[config.mk]
export PLATFORM = sky130hd
export DESIGN_NAME = rts_pulse_frame_receiver_flat
export DESIGN_NICKNAME = d
export VERILOG_FILES = /design/src/rtspfr_pkg.sv /design/src/rtspfr_if.sv /design/src/rts_pulse_frame_receiver.sv /design/src/flat_wrapper.sv
export SDC_FILE = /design/constraint.sdc
export NUM_CORES = 1
export LEC_CHECK = 0
export ABC_AREA = 1
export BUFFER_PORTS_ARGS = -buffer_cell sky130_fd_sc_hd__buf_2
export CAP_MARGIN = 20
export CORE_MARGIN = 2
export CORE_UTILIZATION = 35
export CTS_CLUSTER_SIZE = 24
export DETAILED_ROUTE_END_ITERATION = 8
export PLACE_DENSITY = 0.53
export SYNTH_ARGS = -nofsm -noshare
export SYNTH_HDL_FRONTEND = slang
export SYNTH_SLANG_ARGS = --single-unit
[constraint.sdc]
create_clock -name clk -period 3.4 [get_ports clk]
set_input_delay 0.51 -clock clk [delete_from_list [all_inputs] [get_ports clk]]
set_output_delay 0.51 -clock clk [all_outputs]
set_load 0.005 [all_outputs]
[src/rtspfr_pkg.sv]
package rtspfr_pkg;

	localparam int PulseW    = 16;
	localparam int FrameBits = 56;
	localparam int BitCntW   = $clog2(FrameBits + 1);
	localparam int NumRegs   = 8;
	localparam int RegIdxW   = $clog2(NumRegs);
	localparam int AddrW     = RegIdxW + 2;
	localparam int DataW     = 32;

	localparam logic [2:0] SyncNeeded = 3'd4;
	localparam logic [2:0] SyncSat    = 3'd7;

	// Register indexes
	localparam logic [RegIdxW-1:0] REG_HW_SYNC_MIN  = 3'd0;
	localparam logic [RegIdxW-1:0] REG_HW_SYNC_MAX  = 3'd1;
	localparam logic [RegIdxW-1:0] REG_SW_SYNC_MIN  = 3'd2;
	localparam logic [RegIdxW-1:0] REG_SW_SYNC_MAX  = 3'd3;
	localparam logic [RegIdxW-1:0] REG_HALF_SYM_MIN = 3'd4;
	localparam logic [RegIdxW-1:0] REG_HALF_SYM_MAX = 3'd5;
	localparam logic [RegIdxW-1:0] REG_FULL_SYM_MIN = 3'd6;
	localparam logic [RegIdxW-1:0] REG_FULL_SYM_MAX = 3'd7;

	// Default windows: nominal widths of 2416, 4550, 604 and 1208 us, +/-30 percent.
	localparam logic [PulseW-1:0] HW_SYNC_MIN_RST  = 16'd1691;
	localparam logic [PulseW-1:0] HW_SYNC_MAX_RST  = 16'd3140;
	localparam logic [PulseW-1:0] SW_SYNC_MIN_RST  = 16'd3185;
	localparam logic [PulseW-1:0] SW_SYNC_MAX_RST  = 16'd5915;
	localparam logic [PulseW-1:0] HALF_SYM_MIN_RST = 16'd422;
	localparam logic [PulseW-1:0] HALF_SYM_MAX_RST = 16'd785;
	localparam logic [PulseW-1:0] FULL_SYM_MIN_RST = 16'd845;
	localparam logic [PulseW-1:0] FULL_SYM_MAX_RST = 16'd1570;

	// Receiver status codes
	localparam logic [1:0] ST_WAIT = 2'd0;
	localparam logic [1:0] ST_RECV = 2'd1;
	localparam logic [1:0] ST_DONE = 2'd2;

	// Key nibbles and classes
	localparam logic [3:0] KEY_MY   = 4'h1;
	localparam logic [3:0] KEY_UP   = 4'h2;
	localparam logic [3:0] KEY_DOWN = 4'h4;
	localparam logic [3:0] KEY_PROG = 4'h8;

	localparam logic [2:0] CLS_MY      = 3'd0;
	localparam logic [2:0] CLS_UP      = 3'd1;
	localparam logic [2:0] CLS_DOWN    = 3'd2;
	localparam logic [2:0] CLS_PROG    = 3'd3;
	localparam logic [2:0] CLS_UNKNOWN = 3'd4;

	typedef struct packed {
		logic [PulseW-1:0] pulse_us;
	} pulse_t;

	typedef struct packed {
		logic [1:0]  rx_status;
		logic [3:0]  key_code;
		logic [2:0]  key_class;
		logic        checksum_ok;
		logic [15:0] seq_code;
		logic [23:0] remote_address;
	} frame_t;

	function automatic logic in_win(input logic [PulseW-1:0] p,
		input logic [PulseW-1:0] lo, input logic [PulseW-1:0] hi);
		return (p > lo) && (p < hi);
	endfunction

	function automatic logic [2:0] key_class_of(input logic [3:0] key);
		logic [2:0] cls;
		case (key)
			KEY_MY:   cls = CLS_MY;
			KEY_UP:   cls = CLS_UP;
			KEY_DOWN: cls = CLS_DOWN;
			KEY_PROG: cls = CLS_PROG;
			default:  cls = CLS_UNKNOWN;
		endcase
		return cls;
	endfunction

endpackage

[src/rtspfr_if.sv]
interface rtspfr_pulse_if;
	logic              valid;
	logic              ready;
	rtspfr_pkg::pulse_t data;

	modport source (output valid, output data, input ready);
	modport sink (input valid, input data, output ready);
endinterface

interface rtspfr_frame_if;
	logic              valid;
	logic              ready;
	rtspfr_pkg::frame_t data;

	modport source (output valid, output data, input ready);
	modport sink (input valid, input data, output ready);
endinterface

[src/rts_pulse_frame_receiver.sv]
// Pulse-length frame receiver for a Manchester-coded rolling-code remote.
// Each beat on the pulse channel carries one measured level length in
// microseconds and yields exactly one beat on the frame channel with the
// receiver status; when the 56th data bit arrives, the status reads frame
// complete and the beat carries the key nibble and class, the checksum flag,
// the rolling code and the 24-bit address. One pulse is taken every clock
// cycle unless a result waits untaken in the output register: the window
// compares, bit assembly and unchaining all happen in the cycle the pulse
// is accepted, and the result sits in an output register, so a pulse is
// still accepted while the previous result is being taken. The eight timing
// windows are programmed over the APB port (register i at byte address 4*i,
// 16 bits) and must only be changed while no pulse is in flight.
module rts_pulse_frame_receiver (
	input  logic                          clk,
	input  logic                          arst_n,
	rtspfr_pulse_if.sink                  pulse,
	rtspfr_frame_if.source                frame,
	input  logic                          psel,
	input  logic                          penable,
	input  logic                          pwrite,
	input  logic [rtspfr_pkg::AddrW-1:0]  paddr,
	input  logic [rtspfr_pkg::DataW-1:0]  pwdata,
	output logic [rtspfr_pkg::DataW-1:0]  prdata,
	output logic                          pready
);

	localparam int PW = rtspfr_pkg::PulseW;
	localparam int FB = rtspfr_pkg::FrameBits;
	localparam int BW = rtspfr_pkg::BitCntW;

	logic [PW-1:0] cfg_q [rtspfr_pkg::NumRegs];

	logic                               recv_q, recv_d;
	logic [2:0]                         sync_q, sync_d;
	logic [BW-1:0]                      bits_q, bits_d;
	logic                               last_q, last_d;
	logic                               half_q, half_d;
	logic [FB-1:0]                      pay_q, pay_d;
	logic                               out_valid_q;
	rtspfr_pkg::frame_t                 out_data_q;
	rtspfr_pkg::frame_t                 result;

	logic                               accept;
	logic                               cfg_wr;
	logic [rtspfr_pkg::RegIdxW-1:0]     reg_idx;
	logic                               hw_hit, sw_hit, half_hit, full_hit;
	logic                               store;
	logic                               done;
	logic [7:0]                         raw [7];
	logic [7:0]                         clr [7];
	logic [3:0]                         ck;

	// Configuration port
	assign pready  = 1'b1;
	assign reg_idx = paddr[rtspfr_pkg::AddrW-1:2];
	assign cfg_wr  = psel && penable && pwrite;
	assign prdata  = {{(rtspfr_pkg::DataW - PW){1'b0}}, cfg_q[reg_idx]};

	always_ff @(posedge clk or negedge arst_n) begin
		if (!arst_n) begin
			cfg_q[rtspfr_pkg::REG_HW_SYNC_MIN]  <= rtspfr_pkg::HW_SYNC_MIN_RST;
			cfg_q[rtspfr_pkg::REG_HW_SYNC_MAX]  <= rtspfr_pkg::HW_SYNC_MAX_RST;
			cfg_q[rtspfr_pkg::REG_SW_SYNC_MIN]  <= rtspfr_pkg::SW_SYNC_MIN_RST;
			cfg_q[rtspfr_pkg::REG_SW_SYNC_MAX]  <= rtspfr_pkg::SW_SYNC_MAX_RST;
			cfg_q[rtspfr_pkg::REG_HALF_SYM_MIN] <= rtspfr_pkg::HALF_SYM_MIN_RST;
			cfg_q[rtspfr_pkg::REG_HALF_SYM_MAX] <= rtspfr_pkg::HALF_SYM_MAX_RST;
			cfg_q[rtspfr_pkg::REG_FULL_SYM_MIN] <= rtspfr_pkg::FULL_SYM_MIN_RST;
			cfg_q[rtspfr_pkg::REG_FULL_SYM_MAX] <= rtspfr_pkg::FULL_SYM_MAX_RST;
		end else if (cfg_wr) begin
			cfg_q[reg_idx] <= pwdata[PW-1:0];
		end
	end

	// Handshake: the output register frees up in the same cycle it is taken.
	assign pulse.ready = !out_valid_q || frame.ready;
	assign accept      = pulse.valid && pulse.ready;
	assign frame.valid = out_valid_q;
	assign frame.data  = out_data_q;

	assign hw_hit   = rtspfr_pkg::in_win(pulse.data.pulse_us,
		cfg_q[rtspfr_pkg::REG_HW_SYNC_MIN], cfg_q[rtspfr_pkg::REG_HW_SYNC_MAX]);
	assign sw_hit   = rtspfr_pkg::in_win(pulse.data.pulse_us,
		cfg_q[rtspfr_pkg::REG_SW_SYNC_MIN], cfg_q[rtspfr_pkg::REG_SW_SYNC_MAX]);
	assign half_hit = rtspfr_pkg::in_win(pulse.data.pulse_us,
		cfg_q[rtspfr_pkg::REG_HALF_SYM_MIN], cfg_q[rtspfr_pkg::REG_HALF_SYM_MAX]);
	assign full_hit = rtspfr_pkg::in_win(pulse.data.pulse_us,
		cfg_q[rtspfr_pkg::REG_FULL_SYM_MIN], cfg_q[rtspfr_pkg::REG_FULL_SYM_MAX]);

	// Next-state logic for one pulse.
	always_comb begin
		recv_d = recv_q;
		sync_d = sync_q;
		bits_d = bits_q;
		last_d = last_q;
		half_d = half_q;
		pay_d  = pay_q;
		store  = 1'b0;
		if (!recv_q) begin
			if (hw_hit) begin
				if (sync_q < rtspfr_pkg::SyncSat) begin
					sync_d = sync_q + 3'd1;
				end
			end else if (sw_hit && sync_q >= rtspfr_pkg::SyncNeeded) begin
				recv_d = 1'b1;
				bits_d = '0;
				last_d = 1'b0;
				half_d = 1'b0;
				pay_d  = '0;
			end else begin
				sync_d = '0;
			end
		end else begin
			if (full_hit && !half_q) begin
				last_d = !last_q;
				store  = 1'b1;
			end else if (half_hit) begin
				half_d = !half_q;
				store  = half_q;
			end else begin
				sync_d = '0;
				recv_d = 1'b0;
			end
		end
		// The first bit of a frame ends up in the top position after 56 shifts.
		if (store && bits_q < BW'(FB)) begin
			pay_d  = {pay_q[FB-2:0], last_d};
			bits_d = bits_q + BW'(1);
		end
		done = recv_d && (bits_d >= BW'(FB));
		if (done) begin
			recv_d = 1'b0;
		end
	end

	// Undo the byte chaining and fold all nibbles into the checksum.
	always_comb begin
		for (int i = 0; i < 7; i++) begin
			raw[i] = pay_d[FB-1-8*i -: 8];
		end
		clr[0] = raw[0];
		for (int i = 1; i < 7; i++) begin
			clr[i] = raw[i] ^ raw[i-1];
		end
		ck = '0;
		for (int i = 0; i < 7; i++) begin
			ck = ck ^ clr[i][7:4] ^ clr[i][3:0];
		end
	end

	always_comb begin
		result = '0;
		if (done) begin
			result.rx_status      = rtspfr_pkg::ST_DONE;
			result.key_code       = clr[1][7:4];
			result.key_class      = rtspfr_pkg::key_class_of(clr[1][7:4]);
			result.checksum_ok    = (ck == 4'h0);
			result.seq_code       = {clr[2], clr[3]};
			result.remote_address = {clr[4], clr[5], clr[6]};
		end else if (recv_d) begin
			result.rx_status = rtspfr_pkg::ST_RECV;
		end else begin
			result.rx_status = rtspfr_pkg::ST_WAIT;
		end
	end

	always_ff @(posedge clk or negedge arst_n) begin
		if (!arst_n) begin
			recv_q      <= 1'b0;
			sync_q      <= '0;
			bits_q      <= '0;
			last_q      <= 1'b0;
			half_q      <= 1'b0;
			pay_q       <= '0;
			out_valid_q <= 1'b0;
		end else if (accept) begin
			recv_q      <= recv_d;
			sync_q      <= sync_d;
			bits_q      <= bits_d;
			last_q      <= last_d;
			half_q      <= half_d;
			pay_q       <= pay_d;
			out_valid_q <= 1'b1;
		end else if (frame.ready) begin
			out_valid_q <= 1'b0;
		end
	end

	always_ff @(posedge clk) begin
		if (accept) begin
			out_data_q <= result;
		end
	end

endmodule
[src/flat_wrapper.sv]
// flat-port wrapper written by rule: the top's interface ports become plain ports
module rts_pulse_frame_receiver_flat 
  (clk, arst_n, psel, penable, pwrite, paddr, pwdata, prdata, pready, pulse_valid, pulse_data, pulse_ready, frame_valid, frame_data, frame_ready);
  rtspfr_pulse_if pulse_i ();
  rtspfr_frame_if frame_i ();
  input  logic clk;
  input  logic arst_n;
  input  logic psel;
  input  logic penable;
  input  logic pwrite;
  input  logic [rtspfr_pkg::AddrW-1:0] paddr;
  input  logic [rtspfr_pkg::DataW-1:0] pwdata;
  output logic [rtspfr_pkg::DataW-1:0] prdata;
  output logic pready;
  input wire logic [$bits(pulse_i.valid)-1:0] pulse_valid;
  input wire logic [$bits(pulse_i.data)-1:0] pulse_data;
  output wire logic [$bits(pulse_i.ready)-1:0] pulse_ready;
  output wire logic [$bits(frame_i.valid)-1:0] frame_valid;
  output wire logic [$bits(frame_i.data)-1:0] frame_data;
  input wire logic [$bits(frame_i.ready)-1:0] frame_ready;
  assign pulse_i.valid = pulse_valid;
  assign pulse_i.data = pulse_data;
  assign pulse_ready = pulse_i.ready;
  assign frame_valid = frame_i.valid;
  assign frame_data = frame_i.data;
  assign frame_i.ready = frame_ready;
  rts_pulse_frame_receiver u_core (.clk(clk), .arst_n(arst_n), .pulse(pulse_i), .frame(frame_i), .psel(psel), .penable(penable), .pwrite(pwrite), .paddr(paddr), .pwdata(pwdata), .prdata(prdata), .pready(pready));
endmodule
-- Word-level counts from Yosys, hierarchy flattened
Index checks and enable logic that the tools add are counted.
- word-level logic and storage cells: 130
- register bits after elaboration: 247
- add/subtract/negate cells: 2
- mux-type cells: 42
- eq/ne operators: 10
- order comparisons: 14
- bitwise operators: 20
- reductions and logical operators: 21
- operator list (operator ; number):
    56-bit two-way mux ; 4
    128-bit bitwise mux ; 1
    16-bit > comparator ; 4
    16-bit less-than comparator ; 4
    4-bit XOR ; 13
    16-bit binary-select mux with 3-bit select ; 1
    16-bit demux with 3-bit select ; 1
    16-bit two-way mux ; 3
    8-bit XOR ; 6
    6-bit two-way mux ; 4
    1-bit two-way mux ; 21
    3-bit two-way mux ; 6
    1-bit logical AND ; 12
    3-bit one-hot mux with 4 select lines ; 1
    5-bit AND reduction ; 2
    6-bit by 1-bit adder with 6-bit output, second input constant ; 1
    6-bit >= comparator, second input constant ; 1
    6-bit less-than comparator, second input constant ; 1
    2-bit inequality test, second input constant ; 3
    4-bit by 1-bit equality test with 1-bit output, second input constant ; 1
    4-bit by 2-bit equality test with 1-bit output, second input constant ; 1
    4-bit by 3-bit equality test with 1-bit output, second input constant ; 1
    4-bit equality test, second input constant ; 1
    4-bit >= comparator, second input constant ; 1
    other kinds (12) ; 15

-- Logic depth before layout (Yosys ltp)
Gate-level depths: netlist (run 1).
- word-level depth: 21
- gate-level depth with buffers: 25

-- Least setup slack after synthesis (run 1)
Ideal clock, no wire load.
- path kind: input -> register
- start: input frame_ready
- end: register u_core.out_data_q (netlist bit u_core.frame.data[0]), enable pin
- slack: 263 ps
- data required time: 2969 ps
- arrival time: 2705 ps
- buffers on the path: 2
- stages: 6
- path through: inv_1 nand2_1 nand2_1 inv_2 clkbuf_1 clkbuf_1
- word-level cells in the longest chain between the ends: 2
- RTL lines (element ; line ; source):
    start, declared ; flat_wrapper.sv:20 ; input wire logic [$bits(frame_i.ready)-1:0] frame_ready;
    1-bit logical OR ; rts_pulse_frame_receiver.sv:75 ; assign pulse.ready = !out_valid_q || frame.ready;
    via pulse_ready ; flat_wrapper.sv:17 ; output wire logic [$bits(pulse_i.ready)-1:0] pulse_ready;
    1-bit logical AND ; rts_pulse_frame_receiver.sv:76 ; assign accept = pulse.valid && pulse.ready;
    via u_core.accept ; rts_pulse_frame_receiver.sv:43 ; logic accept;
    end signal, assigned ; rts_pulse_frame_receiver.sv:190 ; out_data_q <= result;
    end, declared ; rts_pulse_frame_receiver.sv:40 ; rtspfr_pkg::frame_t out_data_q;
The timed path passes the listed nets, and every way through them passes these cells.
A chain may end at the register's enable or synchronous reset.

-- Worst setup path in the final report (run 1)
- start: register u_core.cfg_q[1] (netlist name)
- end: register u_core.out_data_q (netlist bit u_core.frame.data[4]), data pin
- word-level cells in the longest chain between the ends: 9
- RTL lines (element ; line ; source):
    start, declared ; rts_pulse_frame_receiver.sv:31 ; logic [PW-1:0] cfg_q [rtspfr_pkg::NumRegs];
    start signal, assigned by index ; rts_pulse_frame_receiver.sv:61 ; cfg_q[rtspfr_pkg::REG_HW_SYNC_MIN] <= rtspfr_pkg::HW_SYNC_MIN_RST;
    start signal, assigned by index ; rts_pulse_frame_receiver.sv:62 ; cfg_q[rtspfr_pkg::REG_HW_SYNC_MAX] <= rtspfr_pkg::HW_SYNC_MAX_RST;
    start signal, assigned by index ; rts_pulse_frame_receiver.sv:63 ; cfg_q[rtspfr_pkg::REG_SW_SYNC_MIN] <= rtspfr_pkg::SW_SYNC_MIN_RST;
    16-bit less-than comparator (*) ; rtspfr_pkg.sv:66 ; return (p > lo) && (p < hi);
    1-bit logical AND (*) ; rtspfr_pkg.sv:66 ;
    1-bit logical AND (*) ; rts_pulse_frame_receiver.sv:113 ; if (full_hit && !half_q) begin
    1-bit two-way mux ; rts_pulse_frame_receiver.sv:113 ;
    1-bit two-way mux ; rts_pulse_frame_receiver.sv:98 ; if (!recv_q) begin
    1-bit logical AND ; rts_pulse_frame_receiver.sv:125 ; if (store && bits_q < BW'(FB)) begin
    6-bit two-way mux ; rts_pulse_frame_receiver.sv:125 ;
    6-bit >= comparator ; rts_pulse_frame_receiver.sv:129 ; done = recv_d && (bits_d >= BW'(FB));
    1-bit logical AND ; rts_pulse_frame_receiver.sv:129 ;
Mark *: on every way between the ends. The rest lies on a longest branch, timed or not.

==> results.toml, run 1 <==
[outcome]
outcome = "complete, no violations"

[timing]
tns_ns = 0
setup_violations = 0
min_period_ns = 3.237
tightest_slew_ns = 0.8896
hold_violations = 0
final-max-slew-violation-count = 0
clock_skew_ns = 0.01351
fmax_mhz = 308.9
hold_slack_ns = 0.03681
finalCritPeriodShare = 0.9521
slew_headroom = 0.4070

[route]
wl_per_cell_um = 16.99
drt_iter0_drc = 999
first_pass_iters = 6
vias = 12560
drcViolationCount = 0
drt_wl_total_mm = 43.10
drtAntennaViolNets = 0
post_drt_via_cell_ratio = 4.950

[global_routing]
antenna_found_initial = 1
grt_pass1_vias = 11920
grt_start_max_net_pins = 106
grt_pass1_wl_mm = 67.54
grt.total_usage = 0.1973
grt_remaining_overflow = 0

[setup_path]
r2r_cells = 16
rrSetupSlack_ns = 0.16
required_ns = 3.78
path_buf_inv = 2
max_stage_delay_ns = 0.54
crit_fanout = 27
crit_cells = 16
critical_path.endpoint_type = "flip-flop"
path_cells = "inv_1 -> ha_1 -> a21oi_1 -> o21ai_1 -> nand2_1 -> nand2_1 -> nand2_1 -> nand3_2 -> nand2_2 -> nand2_4 -> nor2_2 -> nand2_1 -> a21oi_2 -> nand3_2 -> buf_12 -> a21oi_1"
crit_type = "reg -> reg"
r2r-end = "u_core.frame.data[4]"
crit_arrival_ns = 3.62
cp-start-kind = "flip-flop"
r2r-start = "u_core.cfg_q[1]"
crit_path_top_delay_cell = "dfstp_2"
crit_path_frequent_cell = "nand2_1"
critical_path.endpoint = "u_core.frame.data[4]"
cpLargestDelayFamily = "simple AND/OR/NAND/NOR gates"
startpoint = "u_core.cfg_q[1]"

[logic_synthesis]
syn_inst = 1837
ys_warn_count = 0
ys_types = 48
synthArstFlopShare = 0.7976
yosys.area_share.simple = 0.1771
synth_mux_area_frac = 0.0007626
ys_seq_area_frac = 0.4392
ys.flop_type = "dfrtp_1"
synthTopCellsByCount = "507 x nand2_1, 274 x inv_1, 220 x o21ai_0"
synth_compound_area_frac = 0.1688
synthAdderAreaFrac = 0.1068
synth_top_area_cell = "dfrtp_1"
synth_top_family_by_area = "simple AND/OR/NAND/NOR gates"
synth.most_common_cell = "nand2_1"
syn-mean-instance-area_um2 = 8.038
syn-cell-area_mm2 = 0.01477
synth-seq-cells = 247
synth-xor-area-share = 0.005931
synth.area.top_cells = "dfrtp_1 26%, nand2_1 13%, ha_1 11%"
synth-edff-count = 50
netlist.area_leader.share = 0.2593

[placed_design]
io_buffers = 109
gp_congestion = 0.9236
detailed_place.area_mm2 = 0.01621
placed_cells = 2481
dp_hpwl_mm = 31.87

[cts]
cts_tree = "yes"
worstSkewPairLatency_ns = 0.58
postCtsSetupBuffers = 0
ctsResizeCount = 0
ctsRootBufferMaster = "clkbuf_16"
h-tree-depth = 1
cts.reportedPaths.clkPinSlew_ns = 0.06
hold_buffers = 0
cts_sinks = 247
cts_max_path_buffers = 3
cts_made_buffers = 30

[layout]
final_util = 0.4125
area_growth_pct = 16.65
layout.nets = 2160
design_area_mm2 = 0.01723
antenna_cells = 0
instances_no_fill = 2537
final_layout_size_suffix_gt1_frac = 0.1542

[floorplanning]
fp.dieArea_mm2 = 0.04385
floorplan.initialDensity = 0.3536
rows = 75
num_io_pins = 145
die_x_um = 209.4
core-area_mm2 = 0.04176
die_y_um = 209.4

[min_path]
hold_class = "in -> async"

[power_and_ir_drop]
powerDensity_mw_per_mm2 = 659.6
leakage_nw = 8.033
ir_worst_vdd_uv = 442.5

[job]
drv_cap = 0
-- flip-flops by register name, indices dropped and copies added, names as in the netlist --
name,cells
u_core.cfg_q,128
u_core.sync_q,3
u_core.recv_q,1
u_core.frame.data,50
u_core.bits_q,6
u_core.half_q,1
u_core.pay_q,56
u_core.frame.valid,1
u_core.last_q,1
-- layer usage --
metal	track usage	wire, um	vias up
li1	-	-	6292
met1	0.2847	20430	5912
met2	0.3134	19430	299
met3	0.02873	2321	56
met4	0.04409	923	0
met5	0	0	-
-- worst register-to-register path: cells and delay by family, from the launching register on --
kind,cells,cell delay (ns)
flip-flops,1,0.54
adder cells (fa/ha/maj),1,0.27
AND/OR/NAND/NOR,9,1.09
AO/OA/AOI/OAI,4,0.88
buffers and inverters,2,0.26
-- area by class of cell --
type                       count  area [um2]
inverter                     285        1072
clock inverter                 9       85.08
fill                        4240       24530
timing repair buffer         171        1107
sequential                   247        6486
clock buffer                  47       905.9
multi-input combinational   1239        6894
tap                          539       674.4
-- kinds of logic after synthesis --
group,after synthesis
and+or+nand+nor,653
AOI/OAI and AO/OA,432
buffers and inverters,366
DFF,247
adders and majority gates,126
xor gates and xnor gates,10
other,2
muxes,1
-- through the flow --
step / power, mW / worst slack (ns)
after floorplan: 6.829 / 0.2632
after global placement: 8.063 / 0.05317
after detailed placement: 8.165 / 0.00001399
after CTS: 11.43 / 0.1514
after global routing: 12.24 / -0.01519
final: 11.36 / 0.1630
-- cells in the final DEF, fill, tap and decap left out, types with 17 or more instances in the layout --
cell type,synthesis,routed
o22ai_1,49,48
buf_2,6,108
clkbuf_16,0,31
o21ai_0,220,220
dfrtp_1,153,153
edfxtp_1,50,50
inv_1,274,274
a221oi_1,23,23
nor2_1,73,69
nand3_1,32,32
conb_1,2,17
ha_1,126,126
a21oi_1,92,91
nand2_1,507,504
dfstp_2,44,44
buf_4,21,55
-- worst min-delay path by stage --
stage | from | to | slack [ns]
after floorplan | arst_n | u_core.bits_q[0] | 0.21
after global placement | u_core.cfg_q[52] | u_core.cfg_q[52] | 0.47
after detailed placement | u_core.cfg_q[13] | u_core.cfg_q[13] | 0.47
after CTS | arst_n | u_core.cfg_q[3] | 0.08
after global routing | arst_n | u_core.cfg_q[59] | 0.12
final | arst_n | u_core.cfg_q[59] | 0.04
-- report_power, final --
part / switching (mW) / internal [mW]
Combinational: 2.50 / 1.49
Sequential: 0.383 / 3.78
Clock: 1.31 / 1.90
Total: 4.19 / 7.17
Power figures use the tool's default switching activity.
==> run 2: changes to the inputs <==
Settings changed: PLACE_DENSITY 0.53 to unset.
==> run 2 against run 1 <==
Flip-flop and latch count unchanged. Critical endpoint is now u_core.frame.data[19]. Clock skew is 0.015 ns higher. Combinational power grew 1%. Final cell count up 0.20%.
==> results.toml, run 2 (same netlist as run 1, synthesis figures left out) <==
[timing]
slew_headroom = 0.2941
clock_skew_ns = 0.02832
setup_violations = 0
tns_ns = 0
finalCritPeriodShare = 0.9343
hold_violations = 0
tightest_slew_ns = 1.056
fmax_mhz = 314.8
min_period_ns = 3.177
rsz0062_at_grt = "yes"
hold_slack_ns = 0.1818
final-max-slew-violation-count = 0

[layout]
largest_reg_flops = 128
layout.nets = 2166
final_layout_size_suffix_gt1_frac = 0.1543
top_register = "u_core.cfg_q"
final_common_cell = "nand2_1"
final_cell_mix = "507 x nand2_1, 274 x inv_1, 218 x o21ai_0, 153 x dfrtp_1, 126 x ha_1"
area_growth_pct = 17.06

[floorplanning]
die_y_um = 209.4
floorplan.initialDensity = 0.3536
fp.dieArea_mm2 = 0.04385
rows = 75
die_x_um = 209.4
num_io_pins = 145
core-area_mm2 = 0.04176

[route]
drcViolationCount = 0
first_pass_iters = 5
drtAntennaViolNets = 0
drt_wl_total_mm = 40.70
post_drt_via_cell_ratio = 4.929
vias = 12530
drt_iter0_drc = 1023
wl_per_cell_um = 16.01

[setup_path]
crit_type = "reg -> reg"
crit_path_top_delay_cell = "dfstp_2"
cp-start-kind = "flip-flop"
max_stage_delay_ns = 0.56
cpLargestDelayFamily = "simple AND/OR/NAND/NOR gates"
crit_fanout = 15
crit_arrival_ns = 3.55
path_cells = "inv_1 -> ha_1 -> nand2_1 -> nor2_1 -> nand4_1 -> o21bai_1 -> nor2_1 -> nand3_1 -> nand3_2 -> buf_4 -> nand3_1 -> nand3_2 -> buf_12 -> buf_12 -> a21oi_1"
critical_path.endpoint_type = "flip-flop"
path_buf_inv = 4
required_ns = 3.77

[power_and_ir_drop]
powerDensity_mw_per_mm2 = 649.3
total_power_mw = 11.22
leakage_nw = 8.067
ir_worst_vdd_uv = 324.6

[placed_design]
io_buffers = 109
dp_hpwl_mm = 29.75
gp_congestion = 0.9371

[global_routing]
grt.total_usage = 0.1856
antenna_found_initial = 3
grt_remaining_overflow = 0
grt_pass1_vias = 11880
grt_start_max_net_pins = 111
grt_pass1_wl_mm = 64.72

[job]
drv_cap = 0

[min_path]
hold_class = "in -> reg"

[cts]
ctsRootBufferMaster = "clkbuf_16"
cts_made_buffers = 28
cts_tree = "yes"
cts_sinks = 247
worstSkewPairLatency_ns = 0.57
cts_max_path_buffers = 3
cts.reportedPaths.clkPinSlew_ns = 0.07
h-tree-depth = 1

[outcome]
outcome = "complete, no violations"
-- run 2: cell count changes in the layout (fill, tap and decap cells not counted), moves of 2 or more --
cell      before  now
buf_12         7    9
nand2_1      504  507
o21ai_0      220  218
clkinv_1       1    5
clkbuf_8       8    2
buf_8          0    2
clkinv_4       0    4
clkbuf_1       9    4
nand2_2        4    1
-- run 2: power by group --
group          total [mW]  internal, mW  switching, mW  leakage (nW)
clock network        3.02          1.74           1.28         0.449
logic                4.04          1.56           2.48          4.69
registers            4.17          3.78          0.389          2.93
total                11.2          7.08           4.15          8.07
-- run 2: worst reg2reg max path: stages (launching register included) --
cell      delay [ns]
dfstp_2         0.56
inv_1           0.05
ha_1            0.29
nand2_1         0.10
nor2_1          0.22
nand4_1         0.16
o21bai_1        0.15
nor2_1          0.07
nand3_1         0.16
nand3_2         0.20
buf_4           0.27
nand3_1         0.14
nand3_2         0.12
buf_12          0.17
buf_12          0.15
a21oi_1         0.18
-- run 2: path summary, 6_finish.rpt --
path / end / start / slack [ns] / depth (start not counted)
worst max-delay path: u_core.frame.data[19] / u_core.cfg_q[119] / 0.22 / 15
worst min-delay path: u_core.cfg_q[46] / pwdata[14] / 0.18 / 3
worst max register to register: u_core.frame.data[19] / u_core.cfg_q[119] / 0.22 / 15
worst min register to register: u_core.cfg_q[24] / u_core.cfg_q[24] / 0.49 / 2
max in group asynchronous: u_core.cfg_q[41] / arst_n / 1.99 / 3
min in group asynchronous: u_core.cfg_q[33] / arst_n / 0.53 / 2
-- run 2: repair_timing --
item                                    4_1_cts  5_1_grt
gates resized for setup                       0        7
setup buffers                                 0        1
endpoints found under the hold margin        20        0
endpoints found under the setup margin        0       55
hold buffers                                  1        0
-- run 2: layer usage --
metal	track usage	wire, um	vias up
met5	0	35	-
met4	0.05419	1161	6
met3	0.02514	2301	72
met2	0.2906	17820	331
met1	0.2678	19390	5816
li1	-	-	6304
-- run 2: final cells by class --
cell class              count  area [um2]
diodes                      1       2.502
clock buffers              34       754.5
fillers                  4163       24470
well taps                 539       674.4
repair buffers            179        1247
flip-flops and latches    247        6486
inverters                 285        1072
multi-input cells        1239        6888
clock inverters            18       160.2
-- run 2: per-stage QoR --
step	worst slack, ns	util	cells	area [um2]
floorplan	0.2632	-	1852	14820
global placement	-0.1279	0.3891	2483	16250
detailed placement	-0.1459	0.3891	2483	16250
CTS	0.02460	0.4112	2536	17170
global route	-0.02479	0.4139	2541	17280
finish	0.2233	0.4139	2542	17290
==> run 3: changes to the inputs <==
Settings changed: PLACE_DENSITY set to 0.51, SKIP_LAST_GASP set to 1.
==> run 3 against run 2 <==
Largest cell class unchanged. Power is 2.1% higher. Largest power group unchanged. First-iteration DRC count fell by 15%. Clock skew is 0.011 ns lower. The flow now finishes with violations (negative hold slack).
==> results.toml, run 3 (same netlist as run 1, synthesis figures left out) <==
[global_routing]
grt_start_max_net_pins = 87
antenna_found_initial = 2
grt_pass1_wl_mm = 69.12
grt_pass1_vias = 12260
grt.total_usage = 0.2021
grt_remaining_overflow = 0

[cts]
h-tree-depth = 1
cts_tree = "yes"
cts.reportedPaths.clkPinSlew_ns = 0.06
worstSkewPairLatency_ns = 0.59
hold_buffers = 0
cts_max_path_buffers = 3
cts_sinks = 247
ctsRootBufferMaster = "clkbuf_16"
cts_made_buffers = 30

[setup_path]
required_ns = 3.81
crit_fanout = 6
critical_path.endpoint_type = "flip-flop"
crit_arrival_ns = 3.66
crit_type = "reg -> reg"
cp-start-kind = "flip-flop"

[layout]
nFillCells = 4218
layout.nets = 2161
antenna_cells = 0
final_common_cell = "nand2_1"
area_growth_pct = 17.23
top_register = "u_core.cfg_q"
largest_reg_flops = 128
design_area_mm2 = 0.01731
final_cell_mix = "506 x nand2_1, 274 x inv_1, 216 x o21ai_0, 153 x dfrtp_1, 126 x ha_1"
final_layout_size_suffix_gt1_frac = 0.1561

[timing]
clock_skew_ns = 0.01734
fin_ws_ns = 0.1555
setup_violations = 0
fmax_mhz = 308.2
hold_violations = 1
slew_headroom = 0.4282
hold_slack_ns = -0.005850
min_period_ns = 3.245
final-max-slew-violation-count = 0
finalCritPeriodShare = 0.9543
rsz0062_at_grt = "yes"
tightest_slew_ns = 0.8568

[floorplanning]
fp.dieArea_mm2 = 0.04385
die_x_um = 209.4
num_io_pins = 145
die_y_um = 209.4
core-area_mm2 = 0.04176
floorplan.initialDensity = 0.3536
rows = 75

[placed_design]
detailed_place.area_mm2 = 0.01621
gp_congestion = 0.9045
dp_hpwl_mm = 31.80
io_buffers = 109
place_ws_ns = -0.002214

[route]
first_pass_iters = 5
drtAntennaViolNets = 0
wl_per_cell_um = 17.26
post_drt_via_cell_ratio = 4.933
drt_iter0_drc = 868
vias = 12520
drcViolationCount = 0
drt_wl_total_mm = 43.82

[power_and_ir_drop]
powerDensity_mw_per_mm2 = 661.8
leakage_nw = 8.070
ir_worst_vdd_uv = 487.8

[outcome]
violations = "negative hold slack"
outcome = "finished, violations left"

[job]
drv_cap = 0

[min_path]
hold_class = "in -> async"
run 3: power breakdown:
group	total [mW]	internal [mW]	switching, mW
Sequential	4.15	3.78	0.373
Clock	3.40	2.05	1.35
Combinational	3.90	1.42	2.48
Total	11.5	7.26	4.20
run 3: final cells by class:
class | instances | area, um2 | share of cell area
Clock buffer | 44 | 898.4 | 0.05190
Clock inverter | 12 | 152.6 | 0.008818
Inverter | 285 | 1072 | 0.06194
Multi-Input combinational cell | 1239 | 6899 | 0.3986
Sequential cell | 247 | 6486 | 0.3747
Tap cell | 539 | 674.4 | 0.03896
Timing Repair Buffer | 172 | 1127 | 0.06512
run 3: path summary, 6_finish.rpt:
check                                       start                    to  slack, ns  cells past startpoint
worst min-delay path                       arst_n     u_core.cfg_q[123]     -0.006                      1
worst min register to register   u_core.cfg_q[60]      u_core.cfg_q[60]       0.48                      2
worst max-delay path            u_core.cfg_q[119]  u_core.frame.data[0]       0.16                     18
min in group clk                        pwdata[0]      u_core.cfg_q[32]       0.16                      3
worst max register to register  u_core.cfg_q[119]  u_core.frame.data[0]       0.16                     18
max in group asynchronous                  arst_n      u_core.cfg_q[16]       2.52                      2
run 3: repair_timing:
item | CTS | global route
buffers inserted | 0 | 3
setup endpoints to repair | 0 | 32
gates resized for setup | 0 | 10
run 3: worst max-delay path, cell delays in order, from the launching register on:
cell,delay [ns]
dfstp_2,0.57
inv_1,0.05
ha_1,0.28
nand2_1,0.07
nor2_1,0.21
nand4_1,0.21
o21bai_1,0.20
nor2_1,0.07
nand3_1,0.15
nand3_2,0.18
nand2_2,0.20
buf_4,0.16
inv_1,0.05
nand2_1,0.05
nand2_1,0.13
inv_1,0.11
buf_4,0.14
nand2_1,0.05
a21oi_1,0.20
run 3: metal layers:
metal	track usage	up-vias	wire, um
met4	0.04458	2	917
met5	0	-	13
met3	0.02484	62	2116
met2	0.3229	268	19520
met1	0.2934	5913	21250
li1	-	6274	-
run 3: stage by stage:
| step | power (mW) | util | cells | setup TNS, ns |
|---|---|---|---|---|
| 6_report | 11.46 | 0.4145 | 2538 | 0 |
| 3_3_place_gp | 7.984 | 0.3882 | 2479 | -0.02941 |
| 5_1_grt | 12.35 | 0.4145 | 2538 | -0.1567 |
| 2_1_floorplan | 6.829 | - | 1852 | 0 |
| 3_5_place_dp | 8.070 | 0.3882 | 2479 | -0.002214 |
| 4_1_cts | 11.53 | 0.4133 | 2535 | 0 |
